**src/rtl/core/lgni_pkg.sv**
```systemverilog
// Package for the layered grid neighbour indexer.
// Holds widths, register indexes and shared types; no dependencies.
`default_nettype none
package lgni_pkg;
   localparam int CoordW = 10;
   localparam int SizeW = 11;
   localparam int LayerW = 10;
   localparam int IdxW = 30;
   localparam int CsrW = 11;
   localparam int CsrAddrW = 3;
   localparam int NbrMax = 9;
   localparam int CntW = 4;

   localparam logic [CsrAddrW-1:0] REG_SIZE_X = 3'd0;
   localparam logic [CsrAddrW-1:0] REG_SIZE_Y = 3'd1;
   localparam logic [CsrAddrW-1:0] REG_SIZE_Z = 3'd2;
   localparam logic [CsrAddrW-1:0] REG_HEX = 3'd3;
   localparam logic [CsrAddrW-1:0] REG_PRISM = 3'd4;

   typedef struct packed {
      logic [SizeW-1:0] size_x;
      logic [SizeW-1:0] size_y;
      logic [SizeW-1:0] size_z;
      logic [LayerW-1:0] hex_layers;
      logic [LayerW-1:0] prism_layers;
   } cfg_type;

   typedef logic [NbrMax-1:0][IdxW-1:0] idx_list_type;
endpackage
`default_nettype wire

```
**src/rtl/core/lgni_sort.sv**
```systemverilog
// Sorting network stage: odd-even transposition over nine indices, one pass a stage.
// Uses lgni_pkg.
`default_nettype none
module lgni_sort (
   input wire logic clock,
   input wire logic reset,
   input wire logic advance,
   input wire logic in_valid,
   input wire lgni_pkg::idx_list_type in_list,
   input wire logic [lgni_pkg::NbrMax-1:0] in_keep,
   output logic out_valid,
   output lgni_pkg::idx_list_type out_list,
   output logic [lgni_pkg::NbrMax-1:0] out_keep
);
   import lgni_pkg::*;
   idx_list_type [NbrMax:0] list_ff;
   logic [NbrMax:0][NbrMax-1:0] keep_ff;
   logic [NbrMax:0] vld_ff;
   idx_list_type [NbrMax-1:0] list_in;
   logic [NbrMax-1:0][NbrMax-1:0] keep_in;

   always_comb begin
      for (int s = 0; s < NbrMax; s++) begin
         list_in[s] = list_ff[s];
         keep_in[s] = keep_ff[s];
         for (int p = s % 2; p + 1 < NbrMax; p += 2) begin
            // dropped entries sink to the top
            if ((!keep_ff[s][p] && keep_ff[s][p+1]) || (keep_ff[s][p] && keep_ff[s][p+1]
                  && list_ff[s][p] > list_ff[s][p+1])) begin
               list_in[s][p] = list_ff[s][p+1];
               list_in[s][p+1] = list_ff[s][p];
               keep_in[s][p] = keep_ff[s][p+1];
               keep_in[s][p+1] = keep_ff[s][p];
            end
         end
      end
   end

   always_ff @(posedge clock) begin
      if (reset) vld_ff <= '0;
      else if (advance) vld_ff <= {vld_ff[NbrMax-1:0], in_valid};
      if (advance) begin
         list_ff[0] <= in_list;
         keep_ff[0] <= in_keep;
         for (int s = 0; s < NbrMax; s++) begin
            list_ff[s+1] <= list_in[s];
            keep_ff[s+1] <= keep_in[s];
         end
      end
   end

   assign out_valid = vld_ff[NbrMax];
   assign out_list = list_ff[NbrMax];
   assign out_keep = keep_ff[NbrMax];
endmodule
`default_nettype wire
```
**config.mk**
```make
export PLATFORM = sky130hd
export DESIGN_NAME = lgni_sort
export DESIGN_NICKNAME = d
export VERILOG_FILES = /design/src/rtl/core/lgni_pkg.sv /design/src/rtl/core/lgni_sort.sv
export SDC_FILE = /design/constraint.sdc
export NUM_CORES = 2
export LEC_CHECK = 0
export BUFFER_PORTS_ARGS = -buffer_cell sky130_fd_sc_hd__buf_2
export CAP_MARGIN = 20
export CORE_UTILIZATION = 57
export CTS_BUF_LIST = sky130_fd_sc_hd__clkbuf_4
export DETAILED_ROUTE_END_ITERATION = 12
export PLACE_DENSITY_LB_ADDON = 0.2
export RECOVER_POWER = 100
export SLEW_MARGIN = 20
export SYNTH_ARGS = -nofsm -noshare
export SYNTH_HDL_FRONTEND = slang
export SYNTH_SLANG_ARGS = --single-unit
```
**constraint.sdc**
```tcl
create_clock -name clock -period 3.9 [get_ports clock]
set_clock_uncertainty 0.15 [all_clocks]
set_input_delay 0.78 -clock clock [delete_from_list [all_inputs] [get_ports clock]]
set_output_delay 0.78 -clock clock [all_outputs]
set_load 0.03 [all_outputs]
```
==> run metrics <==
cell count after synthesis 9525; Crit Path Max Fanout 84; failing checks capacitance limit, slew limit; setup bufs post-CTS 0; I/O pin total 563; Syn Area/Cell 14.8 µm²; r2r worst-path depth 8; ys flop type edfxtp_1; fillers 17700; clock latency on the worst-skew pair 1450 ps; CTS sink cnt 2800; Post-Syn Nets 10900; Hold Path Depth 0; Clk pin slew, worst setup/hold paths 60 ps; Die X-Extent 499 µm; Most common cell on crit path clkbuf_2; Bufs and invs on worst path 4; routed via count 84100; wire per inst 24.8 µm; Pwr Density 501 nW/µm²; WP depth 4; FFs w/ async S/R, synth 0%; Final Cycle Share 97.3%; Final WS setup 106 ps; Tot GR Track Use 29.0%; Rel. slew slack -56.6%; worst stage delay on the critical path 1170 ps; drt pass-1 iters 8; Non-Filler Instances 14700; first-pass GRT wire length 539 mm; crit end category register; initial antenna violation count 3; register area 84000 µm²; register area share after synthesis 59.7%; synthesis warning total 0; DRC viols 0; H-tree level count 6; Area Overhead vs Synth 12.9%; CP required 4720 ps; CTS tree built; most common cell after layout, fill and taps aside edfxtp_1; Max Freq 264 MHz; Max Cap Violations 9; Hold Path Class reg2reg; RSZ-0062 raised after global routing no; r2r endpoint list_ff[467]; measured slew at the worst slew-check pin 2350 ps; CTS Buf Count 730; final setup vio count 0; final setup TNS 0 ps; Hold Path End list_ff[2170]; Peak VDD IR 0.358 mV; Clock Root Buffer clkbuf_4; # port buffers 562; Vias/cell 5.71; Routed Antenna Nets 0; Lkg Pwr 63.5 nW; Die Ht 499 µm; CP Launch Type primary input; r2r setup slk 120 ps; Die ar. 249000 µm²; post-cts gate resize count 0; HP Start list_ff[1900]; aggregate routed wire length 365 mm; Core Rows 182; final worst path period need 3790 ps; post-synth cell types 56; final layout net count 12400; Post-synth EDFFs 2790; crit path kind in2reg; most frequent cells in the layout 2790 x edfxtp_1, 1694 x mux2_2, 1124 x inv_1; pin count of the biggest net entering global routing 178; Max Buffers Root-to-Sink 4; area of the mapped netlist 141000 µm²; Hold Violations, Final 0; GPL Wtd Cong 0.916; flops & latches, synth 2800; pre-CTS setup slack 218 ps; dpl hpwl 266 mm; total power draw 79.5 mW; grt ovf 0; multi-input combinational cell area 48600 µm²; effective utilization at floorplan 57.3%; critical-path cell list dlygate4sd3_1 -> clkbuf_2 -> clkbuf_2 -> buf_4; vias in the first global route 86500; Core ar. 246000 µm²; RR Startpoint list_ff[205]; CTS Hold Buffers Added 562; final cell utilization of the core 64.6%; layout cells sized above 1 28.3%; crit path DAT 4610 ps; Detailed Route Iter0 Violations 6945; CP top delay family buffers and inverters; status complete, but fails checks; Crit-path slowest cell clkbuf_2; Max Slew Vio Count 607; placed cell count 12900
power breakdown:
| part | total (mW) | leakage [nW] | internal, mW | switching, mW |
|---|---|---|---|---|
| logic | 13.6 | 30.8 | 6.44 | 7.14 |
| registers | 41.3 | 27.4 | 37.7 | 3.58 |
| clock network | 24.6 | 5.31 | 12.8 | 11.8 |
| total | 79.5 | 63.5 | 56.9 | 22.6 |
synthesized netlist by cell type (all sizes together) (13+ instances only):
| master | count | share of area (%) |
|---|---|---|
| edfxtp | 2790 | 60 |
| nand3 | 184 | 0.66 |
| o31ai | 39 | 0.21 |
| o211ai | 21 | 0.11 |
| and3 | 17 | 0.076 |
| inv | 1124 | 3.0 |
| o32a | 20 | 0.14 |
| a211oi | 54 | 0.29 |
| o21bai | 13 | 0.069 |
| nor4 | 40 | 0.18 |
| a21oi | 338 | 1.2 |
| a31oi | 17 | 0.11 |
| nor2 | 137 | 0.37 |
| ha | 1080 | 9.6 |
| a222oi | 20 | 0.14 |
| or2 | 45 | 0.20 |
| and2 | 56 | 0.25 |
| buf | 516 | 2.7 |
| a21o | 75 | 0.40 |
| o21ai | 120 | 0.43 |
| nor3 | 45 | 0.16 |
| nand2b | 43 | 0.19 |
| nand4 | 149 | 0.66 |
| nand2 | 240 | 0.64 |
| a21boi | 31 | 0.17 |
| nor4bb | 20 | 0.14 |
| a22oi | 14 | 0.075 |
| o211a | 20 | 0.14 |
| a221o | 22 | 0.16 |
| mux2 | 2160 | 17 |
routing by layer:
metal	wire length (µm)	GRT usage (%)
met1	157000	38.8
met2	176000	48.4
met3	20100	4.30
met4	11000	9.94
met5	0	0
worst max path at each step:
stage | start | to | slack, ps
after global routing | list_ff[1769] | list_ff[2069] | 40
final | advance | out_list[52] | 110
after detailed placement | list_ff[2205] | out_list[3] | 220
after floorplan | list_ff[1589] | list_ff[1830] | 950
after global placement | list_ff[2175] | out_list[33] | 280
after CTS | list_ff[2205] | out_list[43] | 150
logic make-up (layout without fill, tap and decap cells):
logic type,count (synthesis),count (layout),share of synthesized area [%]
buffers and inverters,1641,3611,5.73
AND/OR/NAND/NOR,1005,1005,3.68
multiplexers,2170,2170,17.5
other,0,4,0
adder cells (fa/ha/maj),1080,1080,9.61
AO/OA/AOI/OAI,829,829,3.82
flip-flops,2800,2800,59.7
flip-flops by register name, summed over array words and instances (netlist names):
signal	cells
list_ff	2430
out_keep	9
out_list	270
keep_ff	81
vld_ff	10
through the flow:
stage	area [µm²]	hold slack, ps
after floorplan	141000	250
after global placement	146000	253
after detailed placement	146000	255
after CTS	160000	79.7
after global routing	159000	209
final	159000	232
area by class of cell:
| class | instances | area share (%) |
|---|---|---|
| inverters | 1124 | 2.66 |
| clock inverters | 206 | 0.733 |
| clock buffers | 1031 | 4.87 |
| multi-input cells | 5084 | 30.6 |
| repair buffers | 1250 | 5.69 |
| flip-flops and latches | 2800 | 52.9 |
| well taps | 3220 | 2.54 |
| diodes | 4 | 0.00630 |
Power figures use the tool's default switching activity.
