==> src/rtl/core/lgni_pkg.sv <==
// Package for the layered grid neighbour indexer.
// Holds widths, register indexes and shared types; no dependencies.
`default_nettype none
package lgni_pkg;
   localparam int CoordW = 10;
   localparam int SizeW = 11;
   localparam int LayerW = 10;
   localparam int IdxW = 30;
   localparam int CsrW = 11;
   localparam int CsrAddrW = 3;
   localparam int NbrMax = 9;
   localparam int CntW = 4;

   localparam logic [CsrAddrW-1:0] REG_SIZE_X = 3'd0;
   localparam logic [CsrAddrW-1:0] REG_SIZE_Y = 3'd1;
   localparam logic [CsrAddrW-1:0] REG_SIZE_Z = 3'd2;
   localparam logic [CsrAddrW-1:0] REG_HEX = 3'd3;
   localparam logic [CsrAddrW-1:0] REG_PRISM = 3'd4;

   typedef struct packed {
      logic [SizeW-1:0] size_x;
      logic [SizeW-1:0] size_y;
      logic [SizeW-1:0] size_z;
      logic [LayerW-1:0] hex_layers;
      logic [LayerW-1:0] prism_layers;
   } cfg_type;

   typedef logic [NbrMax-1:0][IdxW-1:0] idx_list_type;
endpackage
`default_nettype wire

==> src/rtl/core/lgni_mod.sv <==
// Layer phase unit: coord_z mod (hex_layers + prism_layers), one bit per stage.
// Uses lgni_pkg. Restoring division pipelined over the 10 quotient bits.
`default_nettype none
module lgni_mod (
   input wire logic clock,
   input wire logic reset,
   input wire logic advance,
   input wire logic in_valid,
   input wire logic [lgni_pkg::CoordW-1:0] in_z,
   input wire logic [lgni_pkg::SizeW-1:0] in_period,
   output logic [lgni_pkg::SizeW-1:0] out_rem
);
   import lgni_pkg::*;
   logic [CoordW:0][SizeW:0] rem_ff;
   logic [CoordW:0][CoordW-1:0] z_ff;
   logic [CoordW:0][SizeW-1:0] per_ff;
   logic [CoordW:0] vld_ff;
   logic [CoordW-1:0][SizeW:0] rem_in;

   always_comb begin
      for (int s = 0; s < CoordW; s++) begin
         logic [SizeW+1:0] t;
         t = {rem_ff[s], z_ff[s][CoordW-1-s]};
         if (t >= {1'b0, 1'b0, per_ff[s]}) t = t - {2'b0, per_ff[s]};
         rem_in[s] = t[SizeW:0];
      end
   end

   always_ff @(posedge clock) begin
      if (reset) vld_ff <= '0;
      else if (advance) begin
         vld_ff <= {vld_ff[CoordW-1:0], in_valid};
      end
      if (advance) begin
         rem_ff[0] <= '0;
         z_ff[0] <= in_z;
         per_ff[0] <= in_period;
         for (int s = 0; s < CoordW; s++) begin
            rem_ff[s+1] <= rem_in[s];
            z_ff[s+1] <= z_ff[s];
            per_ff[s+1] <= per_ff[s];
         end
      end
   end

   assign out_rem = (per_ff[CoordW] == '0) ? {1'b0, z_ff[CoordW]}
                                           : rem_ff[CoordW][SizeW-1:0];
   logic unused_v;
   assign unused_v = ^{vld_ff, rem_ff[CoordW][SizeW]};
endmodule
`default_nettype wire

==> config.mk <==
export PLATFORM = sky130hd
export DESIGN_NAME = lgni_mod
export DESIGN_NICKNAME = d
export VERILOG_FILES = /design/src/rtl/core/lgni_pkg.sv /design/src/rtl/core/lgni_mod.sv
export SDC_FILE = /design/constraint.sdc
export NUM_CORES = 1
export LEC_CHECK = 0
export ABC_AREA = 1
export BUFFER_PORTS_ARGS = -buffer_cell sky130_fd_sc_hd__buf_2
export CAP_MARGIN = 20
export CORE_UTILIZATION = 65
export CTS_BUF_LIST = sky130_fd_sc_hd__clkbuf_4
export DETAILED_ROUTE_END_ITERATION = 8
export GPL_ROUTABILITY_DRIVEN = 0
export HOLD_SLACK_MARGIN = 0.15
export PLACE_DENSITY = 0.82
export SLEW_MARGIN = 15
export SYNTH_ARGS = -nofsm -noshare
export SYNTH_HDL_FRONTEND = slang
export SYNTH_SLANG_ARGS = --single-unit
export TNS_END_PERCENT = 10
==> constraint.sdc <==
create_clock -name clock -period 2.37 [get_ports clock]
set_input_delay 0.3555 -clock clock [delete_from_list [all_inputs] [get_ports clock]]
set_output_delay 0.3555 -clock clock [all_outputs]
set_load 0.1 [all_outputs]
==> flow_metrics.env, run 1 <==
export IMPL_cts_root_buf="clkbuf_4"
export IMPL_drc=0
export IMPL_antenna_left=0
export IMPL_fp_dieArea_um2=30300
export IMPL_placed_area_um2=20000
export IMPL_grt_overflow=0
export IMPL_status="finished with violations"
export IMPL_grtUsageTotal_pct=27.4
export IMPL_hold_path_class="in -> reg"
export IMPL_slowest_stage="edfxtp_1"
export IMPL_p_sw_share_pct=38.6
export IMPL_timing_hold_ws_ns=0.348
export IMPL_num_vias=14800
export IMPL_cts_tree="yes"
export IMPL_ys_seq_area_share_pct=54.6
export IMPL_pwr_share_seq_pct=40.5
export IMPL_vias_per_cell=5.52
export IMPL_p_clk_share_pct=22.3
export IMPL_synth_distinct_cells=26
export IMPL_violations="negative setup slack"
export IMPL_path_cells="nor2_1, nand2_1, nor4_4, buf_6, nand3_1, nand2_1, buf_6"
export IMPL_hold_violations=0
export IMPL_row_count=62
export IMPL_peakVddDrop_mv=0.553
export IMPL_die_h_um=174
export IMPL_p_int_uw=13300
export IMPL_grt_antenna_before_repair=1
export IMPL_grt_pass1_wl_um=66700
export IMPL_worstMarginPinSlew_ns=0.576
export IMPL_rsz0062_at_grt="yes"
export IMPL_setup_tns_final_ns=-1.22
export IMPL_io_buffers=33
export IMPL_routed_wl_um=40500
export IMPL_nNetsFinal=2374
export IMPL_grt_max_degree=69
export IMPL_critPathLaunchType="flip-flop"
export IMPL_cts_buffers=88
export IMPL_net_switching_power_uw=8360
export IMPL_setup_slack_ns=-0.147
export IMPL_ys_seq_elements=350
export IMPL_die_w_um=174
export IMPL_dp_cells=2510
export IMPL_fin_util_pct=74.1
export IMPL_clk_latency_ns=0.74
export IMPL_maxCapViolCount=0
export IMPL_htreeDepth=3
export IMPL_crit_type="reg -> out"
export IMPL_path_clk_slew_ns=0.07
export IMPL_cts_sinks=350
export IMPL_power_leakage_uw=0.0104
export IMPL_drtPass1Iterations=6
export IMPL_grt_pass1_vias=14500
export IMPL_synth_cells=2095
export IMPL_cpPeakStageDelay_ns=0.36
export IMPL_pwr_share_comb_pct=37.1
export IMPL_dpl_hpwl_um=29500
export IMPL_drv_slew=0
export IMPL_syn_nets=2230
export IMPL_skew_ns=0.0587
export IMPL_cp_required_ns=2.01
export IMPL_final_cell_area_um2=21400
export IMPL_yosysWarnings=0
export IMPL_crit_fanout=6
export IMPL_initial_core_util_pct=66.5
export IMPL_finalCritPeriodShare_pct=106
export IMPL_setup_viol=11
export IMPL_seqCellArea_um2=10500
export IMPL_drtIter0Drc=1329
export IMPL_wl_per_cell_um=15.1
export IMPL_fillCellCount=1989
export IMPL_core_area_um2=28900
export IMPL_syn2layout_area_growth_pct=11.3
export IMPL_syn_area_per_cell_um2=9.19
export IMPL_clockBufferDepth=3
export IMPL_post_route_min_period_ns=2.52
export IMPL_arrival_ns=2.16
export IMPL_final_cells=2685
export IMPL_io_pins=36
export IMPL_mappedNetlistArea_um2=19300
export IMPL_end_kind="output pin"
export IMPL_fmax_mhz=397
export IMPL_multi_input_area_um2=7220
export IMPL_slew_headroom_pct=61.3
export IMPL_drive_gt1_share_pct=11.5
export IMPL_pwr_density_cell_nw_per_um2=1010
[layout by cell type, fill, tap and decap left out, types with 33 or more instances in the layout]
cell type,n
buf_4,33
nand4_1,131
ha_1,101
edfxtp_1,350
xor2_1,35
inv_1,359
clkbuf_4,117
nor2_1,99
nand2_1,719
nand3_1,139
[Yosys cell counts]
cell type  number  area [um2]
nand3_2        27         270
clkbuf_1        7        26.3
nor2_2          1        6.26
inv_2           1        3.75
buf_6           9         101
a21boi_0        1        7.51
nor3_1         12        60.1
nand2_2        13        81.3
nand2_1       722        2710
xnor2_1         1        8.76
inv_1         359        1350
nand4_1       131         820
nor4_1          3        18.8
buf_2          22         110
a21oi_2         9        78.8
nor3_4          1        16.3
a21o_1          8        60.1
o21ai_0         1        5.00
ha_1          101        1260
edfxtp_1      350       10500
a21oi_1        28         140
nor2_1         99         372
nor3_2          5        50.1
fa_1            9         180
xor2_1         35         307
nand3_1       140         701
[sequential cells by signal, indices dropped and copies added, names as in the netlist]
signal / cells
per_ff: 121
rem_ff: 119
z_ff: 110
[path summary, 6_finish.rpt]
path | from | end | depth (start not counted) | slack, ns
worst max register to register | per_ff[30] | rem_ff[43] | 8 | 0.14
worst min-delay path | in_z[2] | z_ff[2] | 2 | 0.35
worst max-delay path | per_ff[111] | out_rem[3] | 7 | -0.15
worst min register to register | z_ff[39] | z_ff[49] | 0 | 0.40
[power by group through the flow]
stage	Sequential, uW	Combinational [uW]	Clock [uW]
6_report	8780	8040	4830
5_1_grt	8850	9020	5280
4_1_cts	8750	7860	4970
3_5_place_dp	8870	7640	0
3_3_place_gp	8850	7370	0
2_1_floorplan	8590	6120	0
[cell type report]
cell class,count,area share (%)
Antenna cell,1,0.0117
Clock buffer,117,4.10
Clock inverter,34,0.893
Inverter,360,6.30
Multi-Input combinational cell,1347,33.7
Sequential cell,350,49.0
Tap cell,384,2.24
Timing Repair Buffer,92,3.75
[worst max-delay path, delay by kind of cell (launching register included)]
family / cells / cell delay [ns]
buf+inv: 2 / 0.42
simple gates: 5 / 0.65
flops: 1 / 0.36
[stage by stage]
step	power, uW	setup slack, ns
floorplan	14700	0.175
global placement	16200	0.257
detailed placement	16500	0.162
CTS	21600	-0.233
global route	23100	-0.266
finish	21600	-0.147
[metal layers]
layer,track usage [%],share of wire [%]
met2,46.4,49
met3,5.16,6.8
met1,33.7,40
met5,0,0
met4,13.7,4.0
[logic make-up after synthesis]
group | synth area share, %
xor+xnor | 1.64
flops | 54.6
buf+inv | 8.25
simple gates | 26.5
compound gates | 1.51
fa+ha+maj | 7.50
[what timing repair did]
item,4_1_cts,5_1_grt
setup buffers,0,0
pin swaps,0,0
gates resized for setup,29,11
hold buffers,22,0
endpoints found under the hold margin,59,0
setup endpoints to repair,11,25
cloned,1,0
Note: power is estimated with default switching activity, not from simulation.
==> run 2, diff against run 1 <==
Settings changed: ABC_AREA 1 to not set.
==> run 2 against run 1 <==
The run still ends with negative setup slack left. Sequential power is 1% higher. Sequential cell count unchanged. Register-to-register slack worse by 0.43 ns. Clock skew increased by 0.0013 ns. Core utilization is 7.4 points higher. Sequential share of layout area up 2.0 points. Global-route usage decreased by 1.7 points. Final area down 4.0%. Final cell count decreased by 28%. Synthesized area fell by 13%. Synthesized cell count fell by 40%. Clock power up 3%.
==> flow_metrics.env, run 2 <==
export IMPL_status="finished with violations"
export IMPL_violations="negative setup slack"
export IMPL_setup_slack_ns=-0.288
export IMPL_synth_top_cell_by_area="edfxtp_1"
export IMPL_slew_headroom_pct=62.7
export IMPL_cpPeakStageDelay_ns=0.41
export IMPL_die_h_um=163
export IMPL_drive_gt1_share_pct=30.0
export IMPL_yosysTopAreaCellShare_pct=62.5
export IMPL_path_clk_slew_ns=0.06
export IMPL_final_cell_mix="350 x edfxtp_1, 138 x buf_4, 122 x clkbuf_4"
export IMPL_setup_tns_final_ns=-5.53
export IMPL_initial_core_util_pct=66.5
export IMPL_yosysWarnings=0
export IMPL_drtIter0Drc=891
export IMPL_top_register="per_ff"
export IMPL_syn_area_per_cell_um2=13.4
export IMPL_critPathBufInv=1
export IMPL_io_buffers=33
export IMPL_grtUsageTotal_pct=25.7
export IMPL_peakVddDrop_mv=0.856
export IMPL_largest_register_ffs=121
export IMPL_synth_cells=1257
export IMPL_htreeDepth=3
export IMPL_ys_top_cells_by_area="edfxtp_1 63%, ha_1 7.5%, mux2_2 3.5%"
export IMPL_synth_edf_count=350
export IMPL_top_regs="per_ff: 121 flops, rem_ff: 119 flops, z_ff: 110 flops"
export IMPL_syn2layout_area_growth_pct=22.5
export IMPL_vias_per_cell=5.76
export IMPL_post_route_min_period_ns=2.66
export IMPL_setup_viol=37
export IMPL_synth_distinct_cells=63
export IMPL_grt_pass1_vias=11500
export IMPL_power_uw=23400
export IMPL_synthFlopType="edfxtp_1"
export IMPL_grt_max_degree=65
export IMPL_nNetsFinal=1672
export IMPL_hold_path_class="in -> reg"
export IMPL_dpl_hpwl_um=23100
export IMPL_end_kind="flip-flop"
export IMPL_row_count=58
export IMPL_mappedNetlistArea_um2=16800
export IMPL_synth_common_cells="350 x edfxtp_1, 127 x inv_1, 101 x ha_1, 92 x a21oi_1, 68 x nand2_1"
export IMPL_power_leakage_uw=0.00827
export IMPL_crit_type="reg -> reg"
export IMPL_drtPass1Iterations=6
export IMPL_fin_util_pct=81.5
export IMPL_routed_wl_um=34600
export IMPL_pwr_density_cell_nw_per_um2=1140
export IMPL_grt_antenna_before_repair=1
export IMPL_ys_seq_elements=350
export IMPL_hold_violations=0
export IMPL_critPathTopFamily="compound AO/OA/AOI/OAI gates"
export IMPL_arrival_ns=3.09
export IMPL_grt_overflow=0
export IMPL_fmax_mhz=376
export IMPL_worstMarginPinSlew_ns=0.553
export IMPL_wl_per_cell_um=17.8
export IMPL_rsz0062_at_grt="yes"
export IMPL_cts_root_buf="clkbuf_4"
export IMPL_skew_ns=0.0600
export IMPL_antenna_left=0
export IMPL_cts_buffers=88
export IMPL_critPathLaunchType="flip-flop"
export IMPL_path_cells="inv_2, ha_4, and2_4, a221oi_4, a31oi_2, a311o_1, or3_4, mux2_4"
export IMPL_cts_sinks=350
export IMPL_cts_tree="yes"
export IMPL_core_area_um2=25300
export IMPL_cp_required_ns=2.80
export IMPL_crit_fanout=6
export IMPL_io_pins=36
export IMPL_grt_pass1_wl_um=52500
export IMPL_maxCapViolCount=0
export IMPL_die_w_um=163
export IMPL_clockBufferDepth=3
export IMPL_finalCritPeriodShare_pct=112
export IMPL_drc=0
export IMPL_fillCellCount=1314
export IMPL_synth_most_common_cell="edfxtp_1"
export IMPL_clk_latency_ns=0.74
export IMPL_ys_seq_area_share_pct=62.5
export IMPL_async_reset_ff_share_pct=0
export IMPL_num_vias=11200
export IMPL_fp_dieArea_um2=26500
export IMPL_final_common_cell="edfxtp_1"
export IMPL_slowest_stage="edfxtp_1"
export IMPL_syn_nets=1392
export IMPL_drv_slew=0
[run 2: repair_timing]
| item | CTS | global route |
|---|---|---|
| endpoints found under the hold margin | 56 | 0 |
| endpoints found under the setup margin | 83 | 103 |
| pin swaps | 19 | 21 |
| gates cloned | 0 | 1 |
| resized for setup | 54 | 69 |
| hold buffers | 22 | 0 |
| setup buffers | 0 | 6 |
[run 2: layout make-up]
class / count / area, um2 / area share (%)
repair buffers: 203 / 1760 / 8.56
well taps: 330 / 413 / 2.01
multi-input cells: 767 / 6300 / 30.6
clock buffers: 122 / 916 / 4.45
inverters: 127 / 477 / 2.32
clock inverters: 39 / 201 / 0.978
flip-flops and latches: 350 / 10500 / 51.1
diodes: 3 / 7.51 / 0.0365
[run 2: per-layer routing]
metal | global-route usage, % | share of wire, % | vias to the layer above | wire length, um
met3 | 4.74 | 4.2 | 127 | 1460
met1 | 25.1 | 35 | 5360 | 12100
met5 | 0 | 0 | - | 0
met2 | 48.9 | 56 | 373 | 19200
met4 | 16.9 | 5.3 | 0 | 1840
li1 | - | - | 5327 | -
[run 2: logic make-up (layout without fill, tap and decap cells)]
group,Yosys count,in the layout,synth area share (%)
flip-flops,350,350,62.5
AO/OA/AOI/OAI,279,279,10.5
AND/OR/NAND/NOR,236,237,6.71
buffers and inverters,141,491,3.22
adder cells (fa/ha/maj),110,110,8.59
XOR/XNOR,74,74,3.86
multiplexers,67,67,4.62
other,0,3,0
[run 2: final timing paths]
kind,from,endpoint,slack (ns),cells after the start
setup reg to reg,per_ff[70],rem_ff[88],-0.29,8
hold / removal,in_period[10],per_ff[10],0.34,2
setup / recovery,per_ff[70],rem_ff[88],-0.29,8
hold reg to reg,z_ff[64],z_ff[74],0.41,0
[run 2: report_power, final]
group | total (uW) | switching, uW | internal, uW
registers | 8890 | 596 | 8300
logic | 9520 | 4980 | 4540
clock network | 4960 | 2430 | 2530
[run 2: stage by stage]
step           instance area (um2)  setup WS (ns)  hold WS (ns)  std cells
6_report                     20600         -0.288         0.342       1941
5_1_grt                      20600         -0.325         0.308       1941
3_5_place_dp                 18700         -0.283         0.405       1748
2_1_floorplan                16800         -0.102         0.400       1257
4_1_cts                      20200         -0.283         0.287       1931
3_3_place_gp                 18700         -0.230         0.400       1748
